==> config.mk <==
export PLATFORM = sky130hd
export DESIGN_NAME = bba_ram
export DESIGN_NICKNAME = d
export VERILOG_FILES = /design/src/rtl/bba_ram.sv
export SDC_FILE = /design/constraint.sdc
export NUM_CORES = 2
export LEC_CHECK = 0
export BUFFER_PORTS_ARGS = -buffer_cell sky130_fd_sc_hd__buf_2
export CORE_MARGIN = 2
export CORE_UTILIZATION = 30
export CTS_CLUSTER_DIAMETER = 80
export DETAILED_ROUTE_END_ITERATION = 7
export HOLD_SLACK_MARGIN = 0.02
export SLEW_MARGIN = 20
export SYNTH_ARGS = -nofsm -noshare
export SYNTH_HDL_FRONTEND = slang
export SYNTH_SLANG_ARGS = --single-unit
export TNS_END_PERCENT = 30
==> constraint.sdc <==
create_clock -name clock -period 6.4 [get_ports clock]
set_input_delay 1.28 -clock clock [delete_from_list [all_inputs] [get_ports clock]]
set_output_delay 1.28 -clock clock [all_outputs]
set_load 0.02 [all_outputs]
==> src/rtl/bba_ram.sv <==
// ----------------------------------------------------------------------------
// bba_ram
// generic single write, single read ram with registered read data
// ----------------------------------------------------------------------------
module bba_ram #(
   parameter int WIDTH = 16,
   parameter int DEPTH = 256,
   localparam int AW   = (DEPTH > 1) ? $clog2(DEPTH) : 1
) (
   input  logic             clock,
   input  logic             wr_en,
   input  logic [AW-1:0]    wr_addr,
   input  logic [WIDTH-1:0] wr_data,
   input  logic [AW-1:0]    rd_addr,
   output logic [WIDTH-1:0] rd_data
);

   logic [WIDTH-1:0] mem [DEPTH];

   always_ff @(posedge clock) begin
      if (wr_en) begin
         mem[wr_addr] <= wr_data;
      end
      rd_data <= mem[rd_addr];
   end

endmodule

== Word-level counts from Yosys, hierarchy flattened ==
Memory sizes are Yosys's and may differ from the RTL's. A register that Yosys moved wholly into a read port is not among the register bits.
Cells that the tools add are included.
Widths: inputs -> output; s select.
Word-level totals
  flip-flop bits (word level): 0
  bits in read-only memories: 0
  bits in writable memories: 4096
  bits in latches: 0
  logic and storage cells: 3
  memories: 1
  output and inout bits: 16
  input port bits: 34
Memories
  mem: words 256, width 16, rd ports 1, clocked after memory_dff 1, wr ports 1, line 18  | logic [WIDTH-1:0] mem [DEPTH];
Operators by class
  equality and inequality tests: 0
  add/sub/neg operators: 0
  multiplexer cells: 2
  shift-type cells: 0
  order comparisons: 0
  $mul: 0
  reductions and logical operators: 0
  divide/modulo/power cells: 0
  bitwise logic cells: 0
Operators by type and width (count)
  $mux 1: 2

== Depth between registers and ports, before layout ==
  depth after elaboration: 2
  depth in mapped cells: 12
  mapped depth without buffers: 6

== Least setup slack after synthesis ==
OpenSTA, ideal clock, no wires.
  path kind: input to register
  start point: input port wr_addr[3]
  end point: memory mem[235][0], enable pin
  stages: 6
  path slack: 2955 ps
  buffers on the path: 3
  library setup time: 388 ps
  arrival: 3057 ps
  cells stage by stage: clkbuf_1 nor2b_1 clkbuf_1 nand4_1 clkbuf_1 nor2_1
RTL lines
  start: declaration: line 12  | input logic [AW-1:0] wr_addr,
  end: declaration: line 18
No word-level cell before the write port.

==> results.md <==
- DRC: 0
- Synthesized flop and latch total: 4112
- Post-Layout Cell Count: around 15k
- Comb pwr share: 5.0%
- Switching part of the total: 21.5%
- Int Pwr: 0.0441 W
- Post_cts resized: 0
- Vias in the first global route: roughly 78k
- Die width: 731 um
- CP Class: input port to register
- F_max: 0.212 GHz
- Die Y: 731 um
- Hpwl dp: 260000 um
- Period minus WS final: ~4.7 ns
- Clk_skew: 0.0519 ns
- Final net count: 7842
- Hold Path Class: input port to register
- Antenna viol nets, final: 0
- P_sw: 0.0120 W
- Final Max Tran Viols: 0
- Drt total wl: 435000 um
- Seq pwr share: 53.1%
- Routed length per instance: 28.7 um
- First-pass GRT wire length: 607000 um
- TritonCTS clock tree: done
- Vias after detailed routing: 79.8k
- Antenna violations before repair: 43
- Setup violators final: 0
- Final Hold Vio Count: 0
- Rows: 267
- CP Capture Type: register
- Worst Tran Pin Value: 1.24 ns
- Post-synth EDFFs: 4096
- Hold_buf cts: 0
- H-Tree Depth: 5
- CTS Buffer Depth: 4
- Register clock-pin slew on the reported worst setup and hold paths: 0.06 ns
- # Post-CTS Setup Buffers: 0
- CP Launch Type: input port
- Final Util: 34.6%
- Gr ovfl total: 0
- Sink Count: 4112
- Share of cells above drive strength 1: 25.0%
- Worst-path maximum fanout: 71
- Count of buffers from port buffering: slightly below 50
- RSZ-0062 raised after global routing: false
- Synth area leaders: edfxtp_1, mux4_2, mux2i_1
- Synth Cell Area: 159000 um2
- Cells after Synth: 7360
- Largest net degree at the start of global routing: 188
- Yosys Warn Count: 0
- Layout area overhead: 15.2%
- Initial core utilization: 30.1%
- I/O Pins: 50
- Cells after DPL: 14.4k
- Sequential share of the synthesized area: 77.7%
- TNS Setup: 0 ns
- Data required time of the critical path: about 7 ns
- Iter 0 DRT Violations: 11.1k
- Root Driver: clkbuf_16
- Area of the core: 528000 um2
- Tcrit/Tclk final: 73.5%
- Gpl congestion: 0.868
- Peak supply drop: 213 uV
- Slew HR: between 15 and 20%
- Cell taking the most area after synthesis: edfxtp_1
- Max cap viols: 0
- Asr flop ratio synth: 0%
- Gr usage total: 15.7%
- Clock network power share: 41.9%
- Number of CTS-inserted buffers: 408
- Skew-Pair Late Insertion Delay: 0.98 ns
- Synth unique cells: 52
- DR vias/cell: ~5.3
- Top cell type's share of synthesized area: 77.5%
- Pwr per Cell Area: 307 nW/um2
- 1st-pass router iterations: 6
- Status: finished, final reports clean
- Overall Power: 0.0561 W
- LEAKAGE: 56.7 nW
- Critical path data arrival time: between 5 and 6 ns
- Syn_nets: 7394
- Die area: 535000 um2
- Mean Syn Cell Area: between 20 and 25 um2
- Synth Flop Type: edfxtp_1
[state kept, by name (all words and copies together) (netlist names)]
signal   cells
rd_data     16
mem       4096
[per-layer routing]
| layer | global-route usage, % | up-vias | wire length [um] |
|---|---|---|---|
| met5 | 0 | - | 126 |
| met4 | 5.10 | 18 | 15200 |
| met3 | 2.76 | 611 | 40000 |
| met2 | 25.2 | 4087 | 205000 |
| met1 | 21.8 | 42900 | 175000 |
| li1 | - | 32200 | - |
[worst paths after layout]
kind / start / endpoint / slack, ns / depth (start not counted)
max: rd_addr[1] / rd_data[15]$_DFF_P_ / 1.69 / 9
min: wr_data[5] / mem[122][5]$_DFFE_PP_ / 0.69 / 1
max reg2reg: mem[58][15]$_DFFE_PP_ / rd_data[15]$_DFF_P_ / 3.15 / 6
min reg2reg: mem[211][13]$_DFFE_PP_ / rd_data[13]$_DFF_P_ / 1.05 / 6
[layout by cell type, fill, tap and decap left out, types with 34 or more instances in the layout]
master	synthesis	layout
o221ai_1	252	252
o21ai_0	37	34
buf_12	5	52
bufinv_16	0	38
clkbuf_1	230	83
a22oi_1	43	43
o22ai_1	148	148
mux2_2	88	88
mux2i_1	565	565
a21oi_1	175	175
clkbuf_16	0	413
nor2_1	304	246
edfxtp_1	4096	4096
nand2_1	38	38
mux4_2	797	797
buf_4	26	387
clkinv_2	0	67
nor3_1	92	83
clkinv_1	0	102
[synthesized netlist by cell type (4+ instances only)]
cell       instances
edfxtp_1        4096
mux4_2           797
mux2i_1          565
nor2_1           304
o221ai_1         252
clkbuf_1         230
a21oi_1          175
o22ai_1          148
nor3_1            92
mux2_2            88
buf_6             77
buf_2             76
a22oi_1           43
nand2_1           38
o21ai_0           37
nand3_1           35
a22o_1            32
a221oi_1          28
buf_1             27
buf_4             26
nand4_1           26
o32ai_1           20
a211oi_1          18
nor4_1            17
dfxtp_1           16
o31ai_1           16
and3_1            11
buf_8             11
nor2b_1            9
a2111oi_0          6
a31oi_1            6
buf_12             5
or2_2              4
[logic make-up (layout without fill, tap and decap cells)]
group	Yosys count	after routing	share of synthesized area, %
AND/OR/NAND/NOR	556	556	1.57
flip-flops	4112	4112	77.7
buffers and inverters	456	1240	1.69
AO/OA/AOI/OAI	786	786	3.54
other	0	22	0
multiplexers	1450	1450	15.5
[layout make-up]
cell class | count | area (um2)
Tap cell | 6994 | 8750
Sequential cell | 4112 | 123000
Timing Repair Buffer | 490 | 4420
Multi-Input combinational cell | 2792 | 33100
Clock inverter | 246 | 2390
Clock buffer | 500 | 10700
Inverter | 4 | 27.5
Fill cell | 48400 | 345000
Antenna cell | 22 | 55.1
[metrics by stage]
step	setup slack, ns	instance area (um2)	hold WS (ns)
after floorplan	2.96	159000	0.854
final	1.69	183000	0.692
after detailed placement	0.731	170000	1.03
after CTS	1.78	183000	0.640
after global routing	1.71	183000	0.669
after global placement	0.402	169000	1.04
[power by group through the flow]
stage / clock, W / sequential [W] / combinational [W]
final: 0.0235 / 0.0298 / 0.00282
after global placement: 0 / 0.0303 / 0.00277
after detailed placement: 0 / 0.0303 / 0.00283
after global routing: 0.0248 / 0.0297 / 0.00295
after CTS: 0.0238 / 0.0298 / 0.00283
after floorplan: 0 / 0.0303 / 0.00146
[worst max-delay path: stages]
cell and delay, ns:
buf_8 0.56, buf_4 0.48, buf_4 0.54, mux4_2 0.38
mux4_2 0.52, a22o_1 0.38, o32ai_1 0.94, buf_4 0.26
nor4_1 0.05
Note: power is estimated with default switching activity, not from simulation.
