==> src/rtl/bba_pkg.sv <==
// ----------------------------------------------------------------------------
// bba_pkg
// types, constants and helpers shared by the block allocator files
// ----------------------------------------------------------------------------
package bba_pkg;

   localparam int MAP_WORDS  = 256;
   localparam int WORD_BITS  = 16;
   localparam int BIT_IDX_W  = 4;
   localparam int BLOCK_W    = 12;
   localparam int WORD_IDX_W = BLOCK_W - BIT_IDX_W;
   localparam int SCAN_WORDS = 1 << WORD_IDX_W;
   localparam int MAP_DEPTH  = (MAP_WORDS < SCAN_WORDS) ? MAP_WORDS : SCAN_WORDS;
   localparam int RAM_AW     = (MAP_DEPTH > 1) ? $clog2(MAP_DEPTH) : 1;

   localparam logic FUNC_ALLOC = 1'b0;
   localparam logic FUNC_FREE  = 1'b1;

   typedef logic [WORD_BITS-1:0]  word_type;
   typedef logic [WORD_IDX_W-1:0] word_idx_type;

   typedef struct packed {
      logic                 found;
      logic [BIT_IDX_W-1:0] idx;
   } find_type;

   // bits of a word that may be handed out; block 0 is reserved
   function automatic word_type usable_mask(input word_idx_type w);
      return (w == '0) ? ~word_type'(1) : '1;
   endfunction

   function automatic logic word_is_full(input word_type d, input word_idx_type w);
      return &(d | ~usable_mask(w));
   endfunction

endpackage

==> src/rtl/bba_find.sv <==
// ----------------------------------------------------------------------------
// bba_find
// shared lowest-set-bit finder over one sixteen-bit vector
// ----------------------------------------------------------------------------
module bba_find import bba_pkg::*; (
   input  word_type bits,
   output find_type res
);

   always_comb begin
      res.found = |bits;
      res.idx   = '0;
      for (int i = WORD_BITS - 1; i >= 0; i--) begin
         if (bits[i]) begin
            res.idx = BIT_IDX_W'(i);
         end
      end
   end

endmodule

==> config.mk <==
export PLATFORM = sky130hd
export DESIGN_NAME = bba_find
export DESIGN_NICKNAME = d
export VERILOG_FILES = /design/src/rtl/bba_pkg.sv /design/src/rtl/bba_find.sv
export SDC_FILE = /design/constraint.sdc
export NUM_CORES = 1
export LEC_CHECK = 0
export CAP_MARGIN = 20
export CORE_AREA = 2 2 39 41
export DETAILED_ROUTE_END_ITERATION = 8
export DIE_AREA = 0 0 41 43
export DONT_BUFFER_PORTS = 1
export GPL_ROUTABILITY_DRIVEN = 0
export PLACE_DENSITY = 0.3
export SYNTH_ARGS = -nofsm -noshare
export SYNTH_HDL_FRONTEND = slang
export SYNTH_SLANG_ARGS = --single-unit
==> constraint.sdc <==
create_clock -name vclk -period 1.87
set_input_delay 0.0935 -clock vclk [all_inputs]
set_output_delay 0.0935 -clock vclk [all_outputs]
set_load 0.03 [all_outputs]
# [Yosys cells after proc, flatten, opt, wreduce, memory -nomap -nowiden]
# Index checks and enable logic that the tools add are counted.
[totals] regBits=0 out_inout_bits=5
[op_classes] n_reduce_logical=1 muxes=16
[op_table] cell="4-bit two-way mux" n=16
[op_table] cell="16-bit OR reduction" n=1

# [Longest topological paths before layout]
# Gate-level depths: netlist (run 1).
[logic_depth] word_depth=16 depth_mapped=4 mapped_depth_nobuf=4

# [Least setup slack after synthesis (run 1)]
# No wires, ideal clock.
[synth_timing] kind="input-to-output" from="input port bits[4]" to="output port res[3] in the netlist's numbering" slack_ns=0.773 required_time_ns=1.776 path_buffers=0 arrival_ns=1.004 path_stages=3 path_cell_list="nor4_2 > nand3_1 > a31oi_1"
[synth_rtl] element="start: declaration" line="bba_find.sv:6" text="input word_type bits,"
[synth_rtl] element="end: declaration" line="bba_find.sv:7" text="output find_type res"

==> flow_metrics.py, run 1 <==
metrics = {
    "sta": {
        "setup_ws_ps": 773,
        "finalCriticalPeriod_ps": 1100,
        "holdWs_ps": 377,
        "max_freq_mhz": 911,
        "relSlewSlack": 0.509,
        "final.period_utilization": 0.587,
        "hold_viol": 0,
        "fin_setup_tns_ps": 0,
        "setup_viol": 0,
        "worstMarginPinSlew_ps": 733,
        "rsz0062_at_grt": "no",
        "final_max_slew_viol_count": 0,
    },
    "power_and_ir_drop": {
        "ir_drop_v": 0.0000304,
        "leakage_nw": 0.0724,
        "powerDensity_nw_per_um2": 143,
    },
    "critical_path": {
        "critical_path_arrival_ps": 1000,
        "crit_path_max_incr_delay_ps": 540,
        "end_kind": "output pin",
        "crit_chain": "inv_1 > a21oi_1 > o311a_1 > o22ai_1",
        "crit_path_top_delay_cell": "o22ai_1",
        "crit_type": "input port to output pin",
        "crit_path_max_fanout": 3,
        "critPathLaunchType": "input port",
        "worstPathRequired_ps": 1780,
        "cpLargestDelayFamily": "compound AO/OA/AOI/OAI gates",
        "crit_buf_inv": 1,
    },
    "final_layout": {
        "syn2layout_area_growth_pct": 15.6,
        "nets": 53,
        "seq_area_um2": 0,
        "fin_area_um2": 204,
        "n_fill_cell": 168,
        "antenna_cells": 0,
        "clock_buffers": 0,
        "nFlopsAndLatches": 0,
        "drive_gt1_frac": 0.0857,
        "utilization": 0.147,
    },
    "synth": {
        "yosysMostFrequentCell": "nor2_1",
        "netlist.area_leader.share": 0.149,
        "avgSynthCellArea_um2": 5.19,
        "synth_top_cell_by_area": "nor2_1",
        "ys_warn_count": 0,
        "synth_area_um2": 176,
        "synthDistinctLibCells": 17,
        "ys_seq_area_frac": 0,
        "synth_common_cells": "nor2_1, nand2_1, a21oi_1, inv_1",
        "synthesis.nets": 50,
        "syn_inst": 34,
        "ys_top_cells_by_area": "nor2_1, nand2_1, a21oi_1",
    },
    "clock_network": {
        "cts_resized": 0,
        "cts_setup_buffers": 0,
        "holdBufCountCts": 0,
    },
    "drt": {
        "drc": 0,
        "drt-pass1-iter-count": 4,
        "drt_iter0_drc": 6,
        "avgViaCountPerCell": 4.73,
        "avgRoutedWirePerCell_um": 11.7,
        "postRouteAntennaNets": 0,
        "wl_um": 595,
        "routed-via-count": 241,
    },
    "grt": {
        "grt_start_max_net_pins": 5,
        "grt.total_usage": 0.0639,
        "gr-total-overflow": 0,
        "grt_pass1_vias": 229,
        "grt_antenna_before_repair": 0,
        "grt_first_pass_wirelength_um": 841,
    },
    "placement": {
        "place.detailed.hpwl_um": 574,
        "port_buffers": 0,
        "placed_area_um2": 204,
        "post-place-ws_ps": 762,
    },
    "worst_hold_path": {
        "hp-class": "input port to output pin",
    },
    "die": {
        "ios": 21,
        "design.core.area_um2": 1380,
        "die_w_um": 41,
        "dieHeight_um": 43,
        "core.rowCount": 14,
        "start_util": 0.127,
        "die-area_um2": 1760,
    },
    "outcome": {
        "status": "finished, final reports clean",
    },
    "flow_run": {
        "cap_violations": 0,
    },
}
## per-stage QoR
stage | power [mW] | instances
6_report | 0.0292 | 51
5_1_grt | 0.0330 | 51
4_1_cts | 0.0297 | 51
3_5_place_dp | 0.0296 | 51
3_3_place_gp | 0.0299 | 51
2_1_floorplan | 0.0261 | 34
## metal layers
| layer | GRT usage | part of all wire | vias to the layer above |
|---|---|---|---|
| met2 | 0.106 | 0.47 | 9 |
| met3 | 0.0314 | 0.14 | 0 |
| met1 | 0.0759 | 0.39 | 106 |
| met4 | 0 | 0 | 0 |
| met5 | 0 | 0 | - |
| li1 | - | - | 126 |
## cell type report
type / count / area, um^2 / share of cell area
Multi-Input combinational cell: 31 / 165 / 0.810
Inverter: 3 / 11.3 / 0.0552
Timing Repair Buffer: 1 / 7.51 / 0.0368
Tap cell: 16 / 20.0 / 0.0982
## report_power, final
group	internal, mW	switching, mW	leakage [nW]
Clock	0	0	0
Sequential	0	0	0
Combinational	0.0100	0.0192	0.0724
## cell usage in the layout (no fill, tap or decap), drive strengths merged
cell type  netlist  final
and3             1      1
o22ai            1      1
o31ai            1      1
nand2b           1      1
nor3             1      1
nor4             2      2
inv              3      3
a21oi            3      3
o311a            1      1
nand3            2      2
a31oi            2      2
nand2            5      5
buf              0      1
nor2             8      8
o21ai            2      2
or3              1      1
## cell families after synthesis
| family | synth area share |
|---|---|
| AND/OR/NAND/NOR | 0.589 |
| AO/OA/AOI/OAI | 0.348 |
| buffers and inverters | 0.0638 |
## path summary, 6_finish.rpt
| path | slack (ps) | startpoint | cells after the start | endpoint |
|---|---|---|---|---|
| min | 380 | bits[0] | 1 | res[0] |
| max | 770 | bits[14] | 4 | res[0] |
Note: power is estimated with default switching activity, not from simulation.
==> inputs of run 2 (changes only) <==
==> constraint.sdc (replaced) <==
create_clock -name vclk -period 1.04
set_input_delay 0.052 -clock vclk [all_inputs]
set_output_delay 0.052 -clock vclk [all_outputs]
set_load 0.03 [all_outputs]
==> run 2 against run 1 <==
Die area stayed put. Sequential cell count stayed put. Utilization is 1.6 points higher. Via count is 7.1% higher. Count of clock-buffer cells in the layout stayed put. Critical path depth is 1 lower. Worst hold slack worse by 62 ps. Cell area is 11% higher. Global-route usage is 0.70 points higher. Routed wire length is 1.3% higher. First-iteration DRC count is 100% lower. Combinational power is 120% higher.
==> flow_metrics.py, run 2 (synthesis gave the netlist of run 1 again) <==
metrics = {
    "clock_network": {
        "holdBufCountCts": 0,
        "cts_setup_buffers": 0,
        "cts_resized": 0,
    },
    "critical_path": {
        "critical_path_arrival_ps": 930,
        "crit_buf_inv": 0,
        "crit_path_max_fanout": 3,
        "cpLargestDelayFamily": "simple AND/OR/NAND/NOR gates",
        "crit_chain": "nor4_2 > nand3_1 > or3_1",
        "crit_path_max_incr_delay_ps": 470,
        "end_kind": "output pin",
        "critPathLaunchType": "input port",
        "crit_path_top_delay_cell": "or3_1",
        "crit_type": "input port to output pin",
        "worstPathRequired_ps": 990,
    },
    "placement": {
        "post-place-ws_ps": 46.5,
        "place.detailed.hpwl_um": 571,
        "port_buffers": 0,
    },
    "die": {
        "dieHeight_um": 43,
        "start_util": 0.127,
        "ios": 21,
        "die_w_um": 41,
        "die-area_um2": 1760,
        "design.core.area_um2": 1380,
        "core.rowCount": 14,
    },
    "grt": {
        "grt.total_usage": 0.0709,
        "grt_antenna_before_repair": 0,
        "grt_start_max_net_pins": 5,
        "grt_first_pass_wirelength_um": 931,
        "gr-total-overflow": 0,
        "grt_pass1_vias": 253,
    },
    "drt": {
        "drt-pass1-iter-count": 1,
        "postRouteAntennaNets": 0,
        "routed-via-count": 258,
        "wl_um": 603,
        "drc": 0,
        "avgViaCountPerCell": 4.78,
        "avgRoutedWirePerCell_um": 11.2,
        "drt_iter0_drc": 0,
    },
    "sta": {
        "rsz0062_at_grt": "no",
        "fin_setup_tns_ps": 0,
        "setup_viol": 0,
        "final.period_utilization": 0.946,
        "max_freq_mhz": 1020,
        "relSlewSlack": 0.776,
        "final_max_slew_viol_count": 0,
        "hold_viol": 0,
        "holdWs_ps": 315,
        "worstMarginPinSlew_ps": 333,
        "finalCriticalPeriod_ps": 984,
        "setup_ws_ps": 56.5,
    },
    "final_layout": {
        "syn2layout_area_growth_pct": 28.4,
        "nFlopsAndLatches": 0,
        "drive_gt1_frac": 0.158,
        "final_cell_mix": "nor2_1, nand2_1, buf_4",
        "clock_buffers": 0,
        "layout_commonest_cell": "nor2_1",
        "seq_area_um2": 0,
        "nets": 56,
        "antenna_cells": 0,
    },
    "power_and_ir_drop": {
        "ir_drop_v": 0.0000698,
        "powerDensity_nw_per_um2": 279,
        "leakage_nw": 0.0878,
    },
    "flow_run": {
        "cap_violations": 0,
    },
    "outcome": {
        "status": "finished, final reports clean",
    },
    "worst_hold_path": {
        "hp-class": "input port to output pin",
    },
}
## run 2: power breakdown
part           leakage [nW]  total [mW]  internal [mW]  switching (mW)
combinational        0.0878      0.0632         0.0270          0.0361
sequential                0           0              0               0
clock                     0           0              0               0
total                0.0878      0.0632         0.0270          0.0361
## run 2: worst paths after layout
kind,start,to,slack (ps),cells after the start
max,bits[4],res[4],60,3
min,bits[0],res[0],310,2
## run 2: cell type report
type | instances | area (um^2)
well taps | 16 | 20.0
multi-input cells | 31 | 165
repair buffers | 4 | 30.0
fillers | 176 | 1160
inverters | 3 | 11.3
## run 2: metrics by stage
| stage | std cells | total power, mW | cell area [um^2] | util |
|---|---|---|---|---|
| 2_1_floorplan | 34 | 0.0469 | 176 | - |
| 3_3_place_gp | 54 | 0.0649 | 226 | 0.164 |
| 3_5_place_dp | 54 | 0.0642 | 226 | 0.164 |
| 4_1_cts | 54 | 0.0645 | 226 | 0.164 |
| 5_1_grt | 54 | 0.0712 | 226 | 0.164 |
| 6_report | 54 | 0.0632 | 226 | 0.164 |
## run 2: layer usage
metal  global-route usage  vias up  routed length, um
met1               0.0981      115                240
met5                    0        -                  0
met4                    0        0                  0
met2                0.119       10                289
met3               0.0105        0                 72
li1                     -      133                  -
==> inputs of run 3 (changes only) <==
--- a/config.mk
+++ b/config.mk
@@ -12,6 +12,7 @@
 export DONT_BUFFER_PORTS = 1
 export GPL_ROUTABILITY_DRIVEN = 0
 export PLACE_DENSITY = 0.3
+export RECOVER_POWER = 50
 export SYNTH_ARGS = -nofsm -noshare
 export SYNTH_HDL_FRONTEND = slang
 export SYNTH_SLANG_ARGS = --single-unit
==> constraint.sdc (replaced) <==
create_clock -name vclk -period 1.2
set_input_delay 0.06 -clock vclk [all_inputs]
set_output_delay 0.06 -clock vclk [all_outputs]
set_load 0.03 [all_outputs]
==> run 3 against run 2 <==
Global-route usage shrank 0.40 points. Critical endpoint unchanged. Highest routed layer unchanged. Worst setup slack improved by 150 ps. Critical path depth unchanged. Utilization is 1.1 points lower. Cell area decreased by 6.6%.
==> flow_metrics.py, run 3 (synthesis gave the netlist of run 1 again) <==
metrics = {
    "drt": {
        "drt-pass1-iter-count": 3,
        "postRouteAntennaNets": 0,
        "avgRoutedWirePerCell_um": 11.5,
        "drt_iter0_drc": 11,
        "avgViaCountPerCell": 4.45,
        "drc": 0,
        "routed-via-count": 236,
        "wl_um": 612,
    },
    "final_layout": {
        "utilization": 0.153,
        "syn2layout_area_growth_pct": 19.9,
        "final_cell_mix": "nor2_1, nand2_1, inv_1, a21oi_1",
        "nets": 55,
        "drive_gt1_frac": 0.0811,
        "seq_area_um2": 0,
        "layout_commonest_cell": "nor2_1",
        "antenna_cells": 0,
        "multi_input_area_um2": 165,
        "fin_cells": 53,
        "n_fill_cell": 168,
        "clock_buffers": 0,
        "nFlopsAndLatches": 0,
    },
    "placement": {
        "port_buffers": 0,
        "place.detailed.hpwl_um": 567,
        "post-place-ws_ps": 196,
        "dp_cells": 53,
    },
    "critical_path": {
        "critPathLaunchType": "input port",
        "cpLargestDelayFamily": "simple AND/OR/NAND/NOR gates",
        "crit_chain": "nor4_2 > nand3_1 > or3_1",
        "end_kind": "output pin",
        "crit_path_top_delay_cell": "or3_1",
        "crit_path_max_fanout": 3,
        "crit_buf_inv": 0,
        "crit_path_max_incr_delay_ps": 470,
        "crit_type": "input port to output pin",
        "cp.depth": 3,
        "critical_path_arrival_ps": 930,
        "worstPathRequired_ps": 1140,
    },
    "sta": {
        "worstMarginPinSlew_ps": 346,
        "setup_viol": 0,
        "hold_viol": 0,
        "final.period_utilization": 0.826,
        "fin_setup_tns_ps": 0,
        "setup_ws_ps": 209,
        "relSlewSlack": 0.767,
        "max_freq_mhz": 1010,
        "rsz0062_at_grt": "no",
        "final_max_slew_viol_count": 0,
        "finalCriticalPeriod_ps": 991,
    },
    "grt": {
        "grt_pass1_vias": 230,
        "grt_start_max_net_pins": 5,
        "grt.total_usage": 0.0669,
        "grt_first_pass_wirelength_um": 869,
        "grt_antenna_before_repair": 0,
        "gr-total-overflow": 0,
    },
    "clock_network": {
        "cts_setup_buffers": 0,
        "cts_resized": 0,
        "holdBufCountCts": 0,
    },
    "die": {
        "core.rowCount": 14,
        "ios": 21,
        "die_w_um": 41,
        "die-area_um2": 1760,
        "start_util": 0.127,
        "design.core.area_um2": 1380,
        "dieHeight_um": 43,
    },
    "power_and_ir_drop": {
        "leakage_nw": 0.0748,
        "ir_drop_v": 0.0000561,
        "powerDensity_nw_per_um2": 229,
    },
    "worst_hold_path": {
        "hp-class": "input port to output pin",
        "hold_path_depth": 2,
    },
    "outcome": {
        "status": "finished, final reports clean",
    },
    "flow_run": {
        "cap_violations": 0,
    },
}
-- run 3: changes by cell type in the layout (fill, tap and decap cells not counted) --
cell	before	now
clkbuf_1	0	2
buf_4	4	1
-- run 3: through the flow --
stage	cell area, um^2	total power [mW]	hold WS (ps)
after floorplan	176	0.0406	305
after detailed placement	219	0.0532	327
after CTS	219	0.0536	330
final	211	0.0485	369
after global placement	219	0.0537	331
after global routing	211	0.0544	392
-- run 3: metal layers --
layer | track usage | vias to the layer above | part of all wire
li1 | - | 130 | -
met1 | 0.101 | 96 | 0.41
met2 | 0.103 | 10 | 0.47
met3 | 0.0105 | 0 | 0.11
met4 | 0 | 0 | 0
met5 | 0 | - | 0
-- run 3: final timing paths --
check               start     end  slack, ps
setup / recovery  bits[4]  res[4]        210
hold / removal    bits[0]  res[0]        370
-- run 3: report_power, final --
group	total (mW)	internal, mW	switching, mW	leakage, nW
clock	0	0	0	0
sequential	0	0	0	0
combinational	0.0485	0.0174	0.0310	0.0748
-- run 3: final cells by class --
class                      count  area share
tap                           16      0.0947
multi-input combinational     31       0.781
timing repair buffer           3      0.0710
inverter                       3      0.0533
